## src/swd_pkg.sv

```systemverilog
package swd_pkg;

  // Field widths
  localparam int SAMPLE_W   = 24;
  localparam int GAIN_W     = 17;
  localparam int COEFF_W    = 17;
  localparam int THR_W      = 24;
  localparam int MODE_W     = 3;
  localparam int STATE_W    = 27;
  localparam int CFG_ADDR_W = 3;
  localparam int CFG_DATA_W = 24;
  localparam int STEP_W     = 3;
  localparam int NUM_STEPS  = 8;

  // Configuration register indexes
  localparam logic [CFG_ADDR_W-1:0] CFG_PRE_GAIN     = 3'd0;
  localparam logic [CFG_ADDR_W-1:0] CFG_SHAPE_MODE   = 3'd1;
  localparam logic [CFG_ADDR_W-1:0] CFG_THRESHOLD    = 3'd2;
  localparam logic [CFG_ADDR_W-1:0] CFG_FILTER_COEFF = 3'd3;
  localparam logic [CFG_ADDR_W-1:0] CFG_POST_GAIN    = 3'd4;

  // Reset values
  localparam logic [GAIN_W-1:0]  PRE_GAIN_RST  = 17'd16384;
  localparam logic [MODE_W-1:0]  MODE_RST      = 3'd0;
  localparam logic [THR_W-1:0]   THRESHOLD_RST = 24'd8388608;
  localparam logic [COEFF_W-1:0] COEFF_RST     = 17'd65536;
  localparam logic [GAIN_W-1:0]  POST_GAIN_RST = 17'd16384;
  localparam logic signed [STATE_W-1:0] LOWPASS_RST = 27'sd8388608;

  // Shaping modes; the two spare codes behave as bypass
  typedef enum logic [MODE_W-1:0] {
    MODE_BYPASS    = 3'd0,
    MODE_CLIP      = 3'd1,
    MODE_FOLD      = 3'd2,
    MODE_WRAP_PLUS = 3'd3,
    MODE_FLAT_WRAP = 3'd4,
    MODE_WRAP_MIN  = 3'd5
  } shape_mode_t;

  // Channel select
  localparam logic CH_L = 1'b0;
  localparam logic CH_R = 1'b1;

  typedef struct packed {
    logic signed [SAMPLE_W-1:0] in_left;
    logic signed [SAMPLE_W-1:0] in_right;
  } in_item_t;

  typedef struct packed {
    logic signed [SAMPLE_W-1:0] out_left;
    logic signed [SAMPLE_W-1:0] out_right;
  } out_item_t;

  // Microcode fields
  typedef enum logic [1:0] {
    MUL_NONE,
    MUL_PRE,
    MUL_DIFF,
    MUL_POST
  } mul_op_t;

  typedef enum logic [1:0] {
    ALU_NONE,
    ALU_SHAPE,
    ALU_UPD,
    ALU_OUT
  } alu_op_t;

  typedef enum logic [1:0] {
    JMP_NEXT,
    JMP_WAIT_IN,
    JMP_WAIT_OUT
  } jump_t;

  typedef struct packed {
    mul_op_t mul_op;
    logic    mul_ch;
    alu_op_t alu_op;
    logic    alu_ch;
    jump_t   jump;
  } ucode_t;

  // Datapath control handed from the sequencer
  typedef struct packed {
    mul_op_t mul_op;
    logic    mul_ch;
    alu_op_t alu_op;
    logic    alu_ch;
    logic    capture;
    logic    out_load;
  } ctrl_t;

  // Program: multiplier works one channel ahead of the post-multiply unit
  localparam ucode_t UCODE [NUM_STEPS] = '{
    '{MUL_NONE, CH_L, ALU_NONE,  CH_L, JMP_WAIT_IN},
    '{MUL_PRE,  CH_L, ALU_NONE,  CH_L, JMP_NEXT},
    '{MUL_PRE,  CH_R, ALU_SHAPE, CH_L, JMP_NEXT},
    '{MUL_DIFF, CH_L, ALU_SHAPE, CH_R, JMP_NEXT},
    '{MUL_DIFF, CH_R, ALU_UPD,   CH_L, JMP_NEXT},
    '{MUL_POST, CH_L, ALU_UPD,   CH_R, JMP_NEXT},
    '{MUL_POST, CH_R, ALU_OUT,   CH_L, JMP_NEXT},
    '{MUL_NONE, CH_L, ALU_OUT,   CH_R, JMP_WAIT_OUT}
  };

endpackage

```

## src/swd_seq.sv

```systemverilog
module swd_seq
  import swd_pkg::*;
(
  input  logic  clk,
  input  logic  rst_n,
  input  logic  in_valid,
  output logic  in_ready,
  output logic  out_valid,
  input  logic  out_ready,
  output ctrl_t ctrl
);

  logic [STEP_W-1:0] step_r, step_nxt;
  logic              out_valid_r, out_valid_nxt;
  ucode_t            cw;
  logic              out_free;
  logic              in_acc;

  // Control word for the current step
  assign cw       = UCODE[step_r];
  assign out_free = !out_valid_r || out_ready;
  assign in_ready = (cw.jump == JMP_WAIT_IN);
  assign in_acc   = in_valid && in_ready;

  // Next step: conditional jumps on the input and output handshakes
  always_comb begin
    step_nxt = step_r;
    unique case (cw.jump)
      JMP_WAIT_IN: begin
        if (in_valid) step_nxt = step_r + STEP_W'(1);
      end
      JMP_WAIT_OUT: begin
        if (out_free) step_nxt = '0;
      end
      default: begin
        step_nxt = step_r + STEP_W'(1);
      end
    endcase
  end

  // Datapath controls
  always_comb begin
    ctrl.mul_op   = cw.mul_op;
    ctrl.mul_ch   = cw.mul_ch;
    ctrl.alu_op   = cw.alu_op;
    ctrl.alu_ch   = cw.alu_ch;
    ctrl.capture  = in_acc;
    ctrl.out_load = (cw.jump == JMP_WAIT_OUT) && out_free;
  end

  // Result valid: held until taken, reloaded on completion
  assign out_valid_nxt = (out_valid_r && !out_ready) || ctrl.out_load;
  assign out_valid     = out_valid_r;

  always_ff @(posedge clk) begin
    if (!rst_n) begin
      step_r      <= '0;
      out_valid_r <= 1'b0;
    end else begin
      step_r      <= step_nxt;
      out_valid_r <= out_valid_nxt;
    end
  end

endmodule

```

## src/swd_dp.sv

```systemverilog
module swd_dp
  import swd_pkg::*;
(
  input  logic                clk,
  input  logic                rst_n,
  input  ctrl_t               ctrl,
  input  in_item_t            in_data,
  input  logic [GAIN_W-1:0]   pre_gain,
  input  logic [MODE_W-1:0]   shape_mode,
  input  logic [THR_W-1:0]    threshold,
  input  logic [COEFF_W-1:0]  filter_coeff,
  input  logic [GAIN_W-1:0]   post_gain,
  output out_item_t           out_data
);

  localparam int MA_W = STATE_W + 1;          // multiplier signed operand
  localparam int MB_W = GAIN_W + 1;           // unsigned operand made signed
  localparam int P_W  = MA_W + MB_W;          // product
  localparam int X_W  = STATE_W + 2;          // shaping word

  function automatic logic signed [STATE_W-1:0] sat27(input logic signed [30:0] v);
    logic signed [STATE_W-1:0] res;
    begin
      if (v > 31'sd67108863)       res = 27'sd67108863;
      else if (v < -31'sd67108864) res = -27'sd67108864;
      else                         res = v[STATE_W-1:0];
      return res;
    end
  endfunction

  function automatic logic signed [SAMPLE_W-1:0] sat24(input logic signed [30:0] v);
    logic signed [SAMPLE_W-1:0] res;
    begin
      if (v > 31'sd8388607)       res = 24'sd8388607;
      else if (v < -31'sd8388608) res = -24'sd8388608;
      else                        res = v[SAMPLE_W-1:0];
      return res;
    end
  endfunction

  in_item_t                   in_r;
  out_item_t                  out_r;
  logic signed [P_W-1:0]      prod_r;
  logic signed [STATE_W-1:0]  y_left_r, y_right_r;
  logic signed [STATE_W-1:0]  st_left_r, st_right_r, st_nxt;
  logic signed [SAMPLE_W-1:0] res_left_r;

  logic signed [MA_W-1:0]     mul_a;
  logic signed [MB_W-1:0]     mul_b;
  logic signed [P_W-1:0]      prod_nxt;
  logic signed [SAMPLE_W-1:0] in_m;
  logic signed [STATE_W-1:0]  st_m, y_m, st_a;
  logic signed [P_W:0]        prod_ext, sum14, sum16;
  logic signed [X_W-1:0]      x, t, two_t, y_raw;
  logic signed [STATE_W-1:0]  y_nxt;
  logic                       above, below;
  logic signed [30:0]         inc, upd_sum, o_full;
  logic signed [SAMPLE_W-1:0] o_sat;

  // Multiplier operand selection
  always_comb begin
    in_m  = ctrl.mul_ch ? in_r.in_right : in_r.in_left;
    st_m  = ctrl.mul_ch ? st_right_r : st_left_r;
    y_m   = ctrl.mul_ch ? y_right_r : y_left_r;
    mul_a = '0;
    mul_b = '0;
    unique case (ctrl.mul_op)
      MUL_PRE: begin
        mul_a = MA_W'(in_m);
        mul_b = $signed({1'b0, pre_gain});
      end
      MUL_DIFF: begin
        mul_a = MA_W'(y_m) - MA_W'(st_m);
        mul_b = $signed({1'b0, filter_coeff});
      end
      MUL_POST: begin
        mul_a = MA_W'(st_m);
        mul_b = $signed({1'b0, post_gain});
      end
      default: begin
        mul_a = '0;
        mul_b = '0;
      end
    endcase
    prod_nxt = mul_a * mul_b;
  end

  // Round half up of the held product
  assign prod_ext = (P_W+1)'(prod_r);
  assign sum14    = prod_ext + (P_W+1)'(8192);
  assign sum16    = prod_ext + (P_W+1)'(32768);
  assign x        = sum14[X_W+13:14];
  assign inc      = sum16[46:16];
  assign o_full   = sum14[44:14];

  // Shaping against +/- threshold
  always_comb begin
    t     = $signed({5'b0, threshold});
    two_t = $signed({4'b0, threshold, 1'b0});
    above = x > t;
    below = x < -t;
    y_raw = x;
    case (shape_mode)
      MODE_CLIP: begin
        if (above) y_raw = t;
        if (below) y_raw = -t;
      end
      MODE_FOLD: begin
        if (above) y_raw = two_t - x;
        if (below) y_raw = -two_t - x;
      end
      MODE_WRAP_PLUS: begin
        if (above) y_raw = x - two_t;
        if (below) y_raw = x + two_t;
      end
      MODE_FLAT_WRAP: begin
        if (above) y_raw = -t;
        if (below) y_raw = t;
      end
      MODE_WRAP_MIN: begin
        if (above || below) y_raw = -x;
      end
      default: begin
        y_raw = x;
      end
    endcase
    y_nxt = sat27(31'(y_raw));
  end

  // Lowpass update and output scaling
  always_comb begin
    st_a    = ctrl.alu_ch ? st_right_r : st_left_r;
    upd_sum = 31'(st_a) + inc;
    st_nxt  = sat27(upd_sum);
    o_sat   = sat24(o_full);
  end

  // Payload registers
  always_ff @(posedge clk) begin
    if (ctrl.capture) in_r <= in_data;
    if (ctrl.mul_op != MUL_NONE) prod_r <= prod_nxt;
    if (ctrl.alu_op == ALU_SHAPE) begin
      if (ctrl.alu_ch == CH_R) y_right_r <= y_nxt;
      else                     y_left_r  <= y_nxt;
    end
    if (ctrl.alu_op == ALU_OUT && ctrl.alu_ch == CH_L) res_left_r <= o_sat;
    if (ctrl.out_load) begin
      out_r.out_left  <= res_left_r;
      out_r.out_right <= o_sat;
    end
  end

  // Filter state
  always_ff @(posedge clk) begin
    if (!rst_n) begin
      st_left_r  <= LOWPASS_RST;
      st_right_r <= LOWPASS_RST;
    end else if (ctrl.alu_op == ALU_UPD) begin
      if (ctrl.alu_ch == CH_R) st_right_r <= st_nxt;
      else                     st_left_r  <= st_nxt;
    end
  end

  assign out_data = out_r;

endmodule

```

## src/stereo_waveshaper_distortion.sv

```systemverilog
// Channel   Handshake             Payload
// in_       in_valid / in_ready   in_data  (in_left, in_right, s24)
// out_      out_valid / out_ready out_data (out_left, out_right, s24)
// cfg_      cfg_we                cfg_addr (3b), cfg_wdata (24b)
//
// Each item goes through the accept step and then a 7-step microprogram
// that shares a single 28x18 multiplier between both channels.
// The next item is taken while a result waits in the output register;
// the last step holds until that register is free.
// Reset (rst_n, synchronous) restores the configuration and sequencer
// registers and sets both lowpass states to +1.0. No clearing pass.
module stereo_waveshaper_distortion
  import swd_pkg::*;
(
  input  logic                  clk,
  input  logic                  rst_n,
  input  logic                  in_valid,
  output logic                  in_ready,
  input  in_item_t              in_data,
  output logic                  out_valid,
  input  logic                  out_ready,
  output out_item_t             out_data,
  input  logic                  cfg_we,
  input  logic [CFG_ADDR_W-1:0] cfg_addr,
  input  logic [CFG_DATA_W-1:0] cfg_wdata
);

  logic [GAIN_W-1:0]  pre_gain_r;
  logic [MODE_W-1:0]  shape_mode_r;
  logic [THR_W-1:0]   threshold_r;
  logic [COEFF_W-1:0] filter_coeff_r;
  logic [GAIN_W-1:0]  post_gain_r;
  ctrl_t              ctrl;

  // Configuration registers
  always_ff @(posedge clk) begin
    if (!rst_n) begin
      pre_gain_r     <= PRE_GAIN_RST;
      shape_mode_r   <= MODE_RST;
      threshold_r    <= THRESHOLD_RST;
      filter_coeff_r <= COEFF_RST;
      post_gain_r    <= POST_GAIN_RST;
    end else if (cfg_we) begin
      case (cfg_addr)
        CFG_PRE_GAIN:     pre_gain_r     <= cfg_wdata[GAIN_W-1:0];
        CFG_SHAPE_MODE:   shape_mode_r   <= cfg_wdata[MODE_W-1:0];
        CFG_THRESHOLD:    threshold_r    <= cfg_wdata[THR_W-1:0];
        CFG_FILTER_COEFF: filter_coeff_r <= cfg_wdata[COEFF_W-1:0];
        CFG_POST_GAIN:    post_gain_r    <= cfg_wdata[GAIN_W-1:0];
        default: begin
        end
      endcase
    end
  end

  // Microprogram sequencer
  swd_seq u_seq (
    .clk       (clk),
    .rst_n     (rst_n),
    .in_valid  (in_valid),
    .in_ready  (in_ready),
    .out_valid (out_valid),
    .out_ready (out_ready),
    .ctrl      (ctrl)
  );

  // Arithmetic datapath
  swd_dp u_dp (
    .clk          (clk),
    .rst_n        (rst_n),
    .ctrl         (ctrl),
    .in_data      (in_data),
    .pre_gain     (pre_gain_r),
    .shape_mode   (shape_mode_r),
    .threshold    (threshold_r),
    .filter_coeff (filter_coeff_r),
    .post_gain    (post_gain_r),
    .out_data     (out_data)
  );

endmodule

```

## config.mk

```make
export PLATFORM = sky130hd
export DESIGN_NAME = stereo_waveshaper_distortion
export DESIGN_NICKNAME = d
export VERILOG_FILES = /design/src/swd_pkg.sv /design/src/swd_seq.sv /design/src/swd_dp.sv /design/src/stereo_waveshaper_distortion.sv
export SDC_FILE = /design/constraint.sdc
export NUM_CORES = 2
export LEC_CHECK = 0
export ABC_AREA = 0
export ABC_CLOCK_PERIOD_IN_PS = 10500
export BUFFER_PORTS_ARGS = -buffer_cell sky130_fd_sc_hd__buf_2
export CAP_MARGIN = 15
export CORE_MARGIN = 1.5
export CORE_UTILIZATION = 40
export DETAILED_ROUTE_END_ITERATION = 12
export PLACE_DENSITY_LB_ADDON = 0.2
export SYNTH_ARGS = -nofsm -noshare
export SYNTH_HDL_FRONTEND = slang
export SYNTH_SLANG_ARGS = --single-unit
export TNS_END_PERCENT = 30
```

## constraint.sdc

```tcl
create_clock -name clk -period 10.5 [get_ports clk]
set_input_delay 1.05 -clock clk [delete_from_list [all_inputs] [get_ports clk]]
set_output_delay 1.05 -clock clk [all_outputs]
set_load 0.02 [all_outputs]
```

==> results.ini <==
[run_status]
outcome=finished clean

[logic_synthesis]
synthArstFlopShare_pct=0
ys_types=90
syn-num-nets=6168
ys.flop_type=edfxtp_1
syn_inst=5269
yosys_warnings=0
yosys.area.top_type=fa_1
syn_area_per_cell_um2=8.48
synth_edf_count=207
syn_area_um2=44700
synth-seq-cells=343
yosysTopAreaCellShare_pct=20.8
synth_area_leaders=fa_1 (21%), edfxtp_1 (14%), ha_1 (9.9%)
seq_area_frac_synth_pct=20.0

[floorplan]
io_pins=130
rows=122
die_h_um=337
fp.dieW_um=337
start_util_pct=40.4
coreArea_um2=111000
dieArea_um2=114000

[job]
cap_violations=0

[placement]
dp_slack_ps=-159
hpwl_um=139000
gp_congestion=1.03
place_inst=6835
io_buffers=129

[power_and_ir_drop]
swShare_pct=54.6
p_switching_mw=6.42
leakage_nw=21.5
p_per_area_nw_per_um2=238
p_comb_share_pct=71.4
pwr-share-clk_pct=11.8
p_int_mw=5.33
p_seq_share_pct=16.8
finalPower_mw=11.7
ir_drop_mv=0.116

[worst_setup_path]
critPathArrivalTime_ps=10350
crit_type=register to register
critPathLaunchType=register
worst_path_max_delay_cell=fa_1
path_max_fanout=17
slowest_delay_ps=550
r2r_setup_slack_ps=450
end_kind=register
required_ps=10800

[cells_and_area]
final_common_cell=inv_1
layout_common_cells=inv_1 (657), nand2_1 (564), nor2_1 (494)
nets=6293
drive_gt1_share_pct=10.3
fillers=11000
instances_no_fill=6916
area_delta_synth_final_pct=10.6

[clock_tree]
clkSinkCount=343
cts_inserted_buffers=40
cts-root-buf=clkbuf_16
cts.path.max_buffers=3
cts_tree=yes
insertion_delay_ps=590
cts-htree-levels=2
clkTransAtPathRegs_ps=60

[timing]
fin_crit_sh_pct=95.7
fin_skew_ps=37.4
tns_ps=0
slew_headroom_pct=18.0
fin_crit_ps=10050
holdWs_ps=418
maxSlewViolCount=0
tightest_slew_ps=1220
hold_violations=0
setup_viol=0
fmax_mhz=99.5
fin_ws_ps=454

[hold_path]
worstHoldPathType=register to register

[route]
drc=0
vias_per_cell=5.83
wirelength_um=172000
first_pass_iters=7
ant_nets=0
vias=40300
wl_per_cell_um=24.9
dr.first_iter.drc_count=4301

[global_routing]
grt_usage_pct=29.9
grt_pass1_wl_um=254000
grt.overflow.total=0
first_global_vias=38700
antenna_found_initial=7
grt_max_degree=79

timing repair:
item,in CTS,in global routing
buffers inserted,1,3
hold buffers,0,0
pin swaps,0,7
endpoints found under the setup margin,7,12
resized for setup,2,28
cloned,0,1
power groups by stage:
stage | clock [mW] | combinational (mW) | sequential [mW]
after floorplan | 0 | 5.24 | 1.83
after global routing | 1.46 | 9.02 | 1.98
after CTS | 1.41 | 8.18 | 1.95
final | 1.39 | 8.39 | 1.97
after global placement | 0 | 8.10 | 1.98
after detailed placement | 0 | 8.13 | 1.98
critical path: cells and delay by family (launching register included):
kind	cells	cell delay, ps
AND/OR/NAND/NOR	3	270
flip-flops	1	330
multiplexers	2	530
AO/OA/AOI/OAI	17	3450
XOR/XNOR	2	240
adder cells (fa/ha/maj)	9	3860
buffers and inverters	10	1080
through the flow:
stage	util [%]	instance area, µm²
detailed placement	43.3	48000
CTS	44.5	49300
global placement	43.3	48000
floorplan	-	44700
finish	44.7	49400
global route	44.7	49400
path summary, 6_finish.rpt:
check | endpoint | start | cells past startpoint
max | u_dp.prod_r[45] | u_seq.step_r[0] | 43
min | u_dp.out_data[43] | u_dp.res_left_r[19] | 0
max reg2reg | u_dp.prod_r[45] | u_seq.step_r[0] | 43
min reg2reg | u_dp.out_data[43] | u_dp.res_left_r[19] | 0
cell type report:
| class | count | area (µm²) | share of cell area (%) |
|---|---|---|---|
| tap | 1488 | 1860 | 3.77 |
| multi-input combinational | 4000 | 32500 | 65.7 |
| clock inverter | 20 | 190 | 0.385 |
| inverter | 668 | 2510 | 5.08 |
| sequential | 343 | 8940 | 18.1 |
| antenna | 2 | 5.00 | 0.0101 |
| clock buffer | 54 | 1100 | 2.23 |
| timing repair buffer | 341 | 2330 | 4.72 |
cell usage after synthesis (21+ instances only):
cell	n
a211oi_1	58
nand2b_1	59
xor2_1	53
dfxtp_1	136
nor3_1	108
a21oi_1	346
nor4_1	34
o31ai_1	31
nand2_1	565
mux2i_1	61
nand4_1	52
buf_1	28
a31oi_1	46
o211ai_1	27
and3_1	29
o21a_1	37
edfxtp_1	207
or2_2	22
a21o_1	70
a21boi_0	79
nand3_1	108
xnor2_1	168
fa_1	465
ha_1	354
mux2_2	55
and2_1	21
o21ai_0	241
inv_1	658
nor2_1	496
or3_1	24
a22oi_1	27
clkbuf_1	209
nor2b_1	63
per-layer routing:
layer  up-vias  track usage [%]  part of all wire, %
met5         -                0                0.021
met4         6             10.8                  4.3
met3       368             5.40                  9.5
met2      1811             45.2                   43
met1     20000             42.4                   43
li1      18200                -                    -
state kept, by name, summed over array words and instances, names as in the netlist:
signal and cells:
u_dp.res_left_r 24, u_dp.st_right_r 27, u_dp.prod_r 33, u_dp.out_data 48
u_dp.y_right_r 27, post_gain_r 17, u_seq.step_r 3, pre_gain_r 17
shape_mode_r 3, u_seq.out_valid 1, u_dp.st_left_r 27, threshold_r 24
u_dp.y_left_r 27, filter_coeff_r 17, u_dp.in_r 48
cell families after synthesis:
| family | after synthesis | synth area share, % |
|---|---|---|
| and+or+nand+nor | 1635 | 16.6 |
| AOI/OAI and AO/OA | 1207 | 17.6 |
| buffers and inverters | 926 | 7.87 |
| adders and majority gates | 819 | 30.7 |
| DFF | 343 | 20.0 |
| xor gates and xnor gates | 223 | 4.45 |
| muxes | 116 | 2.75 |
Note: power is estimated with default switching activity, not from simulation.
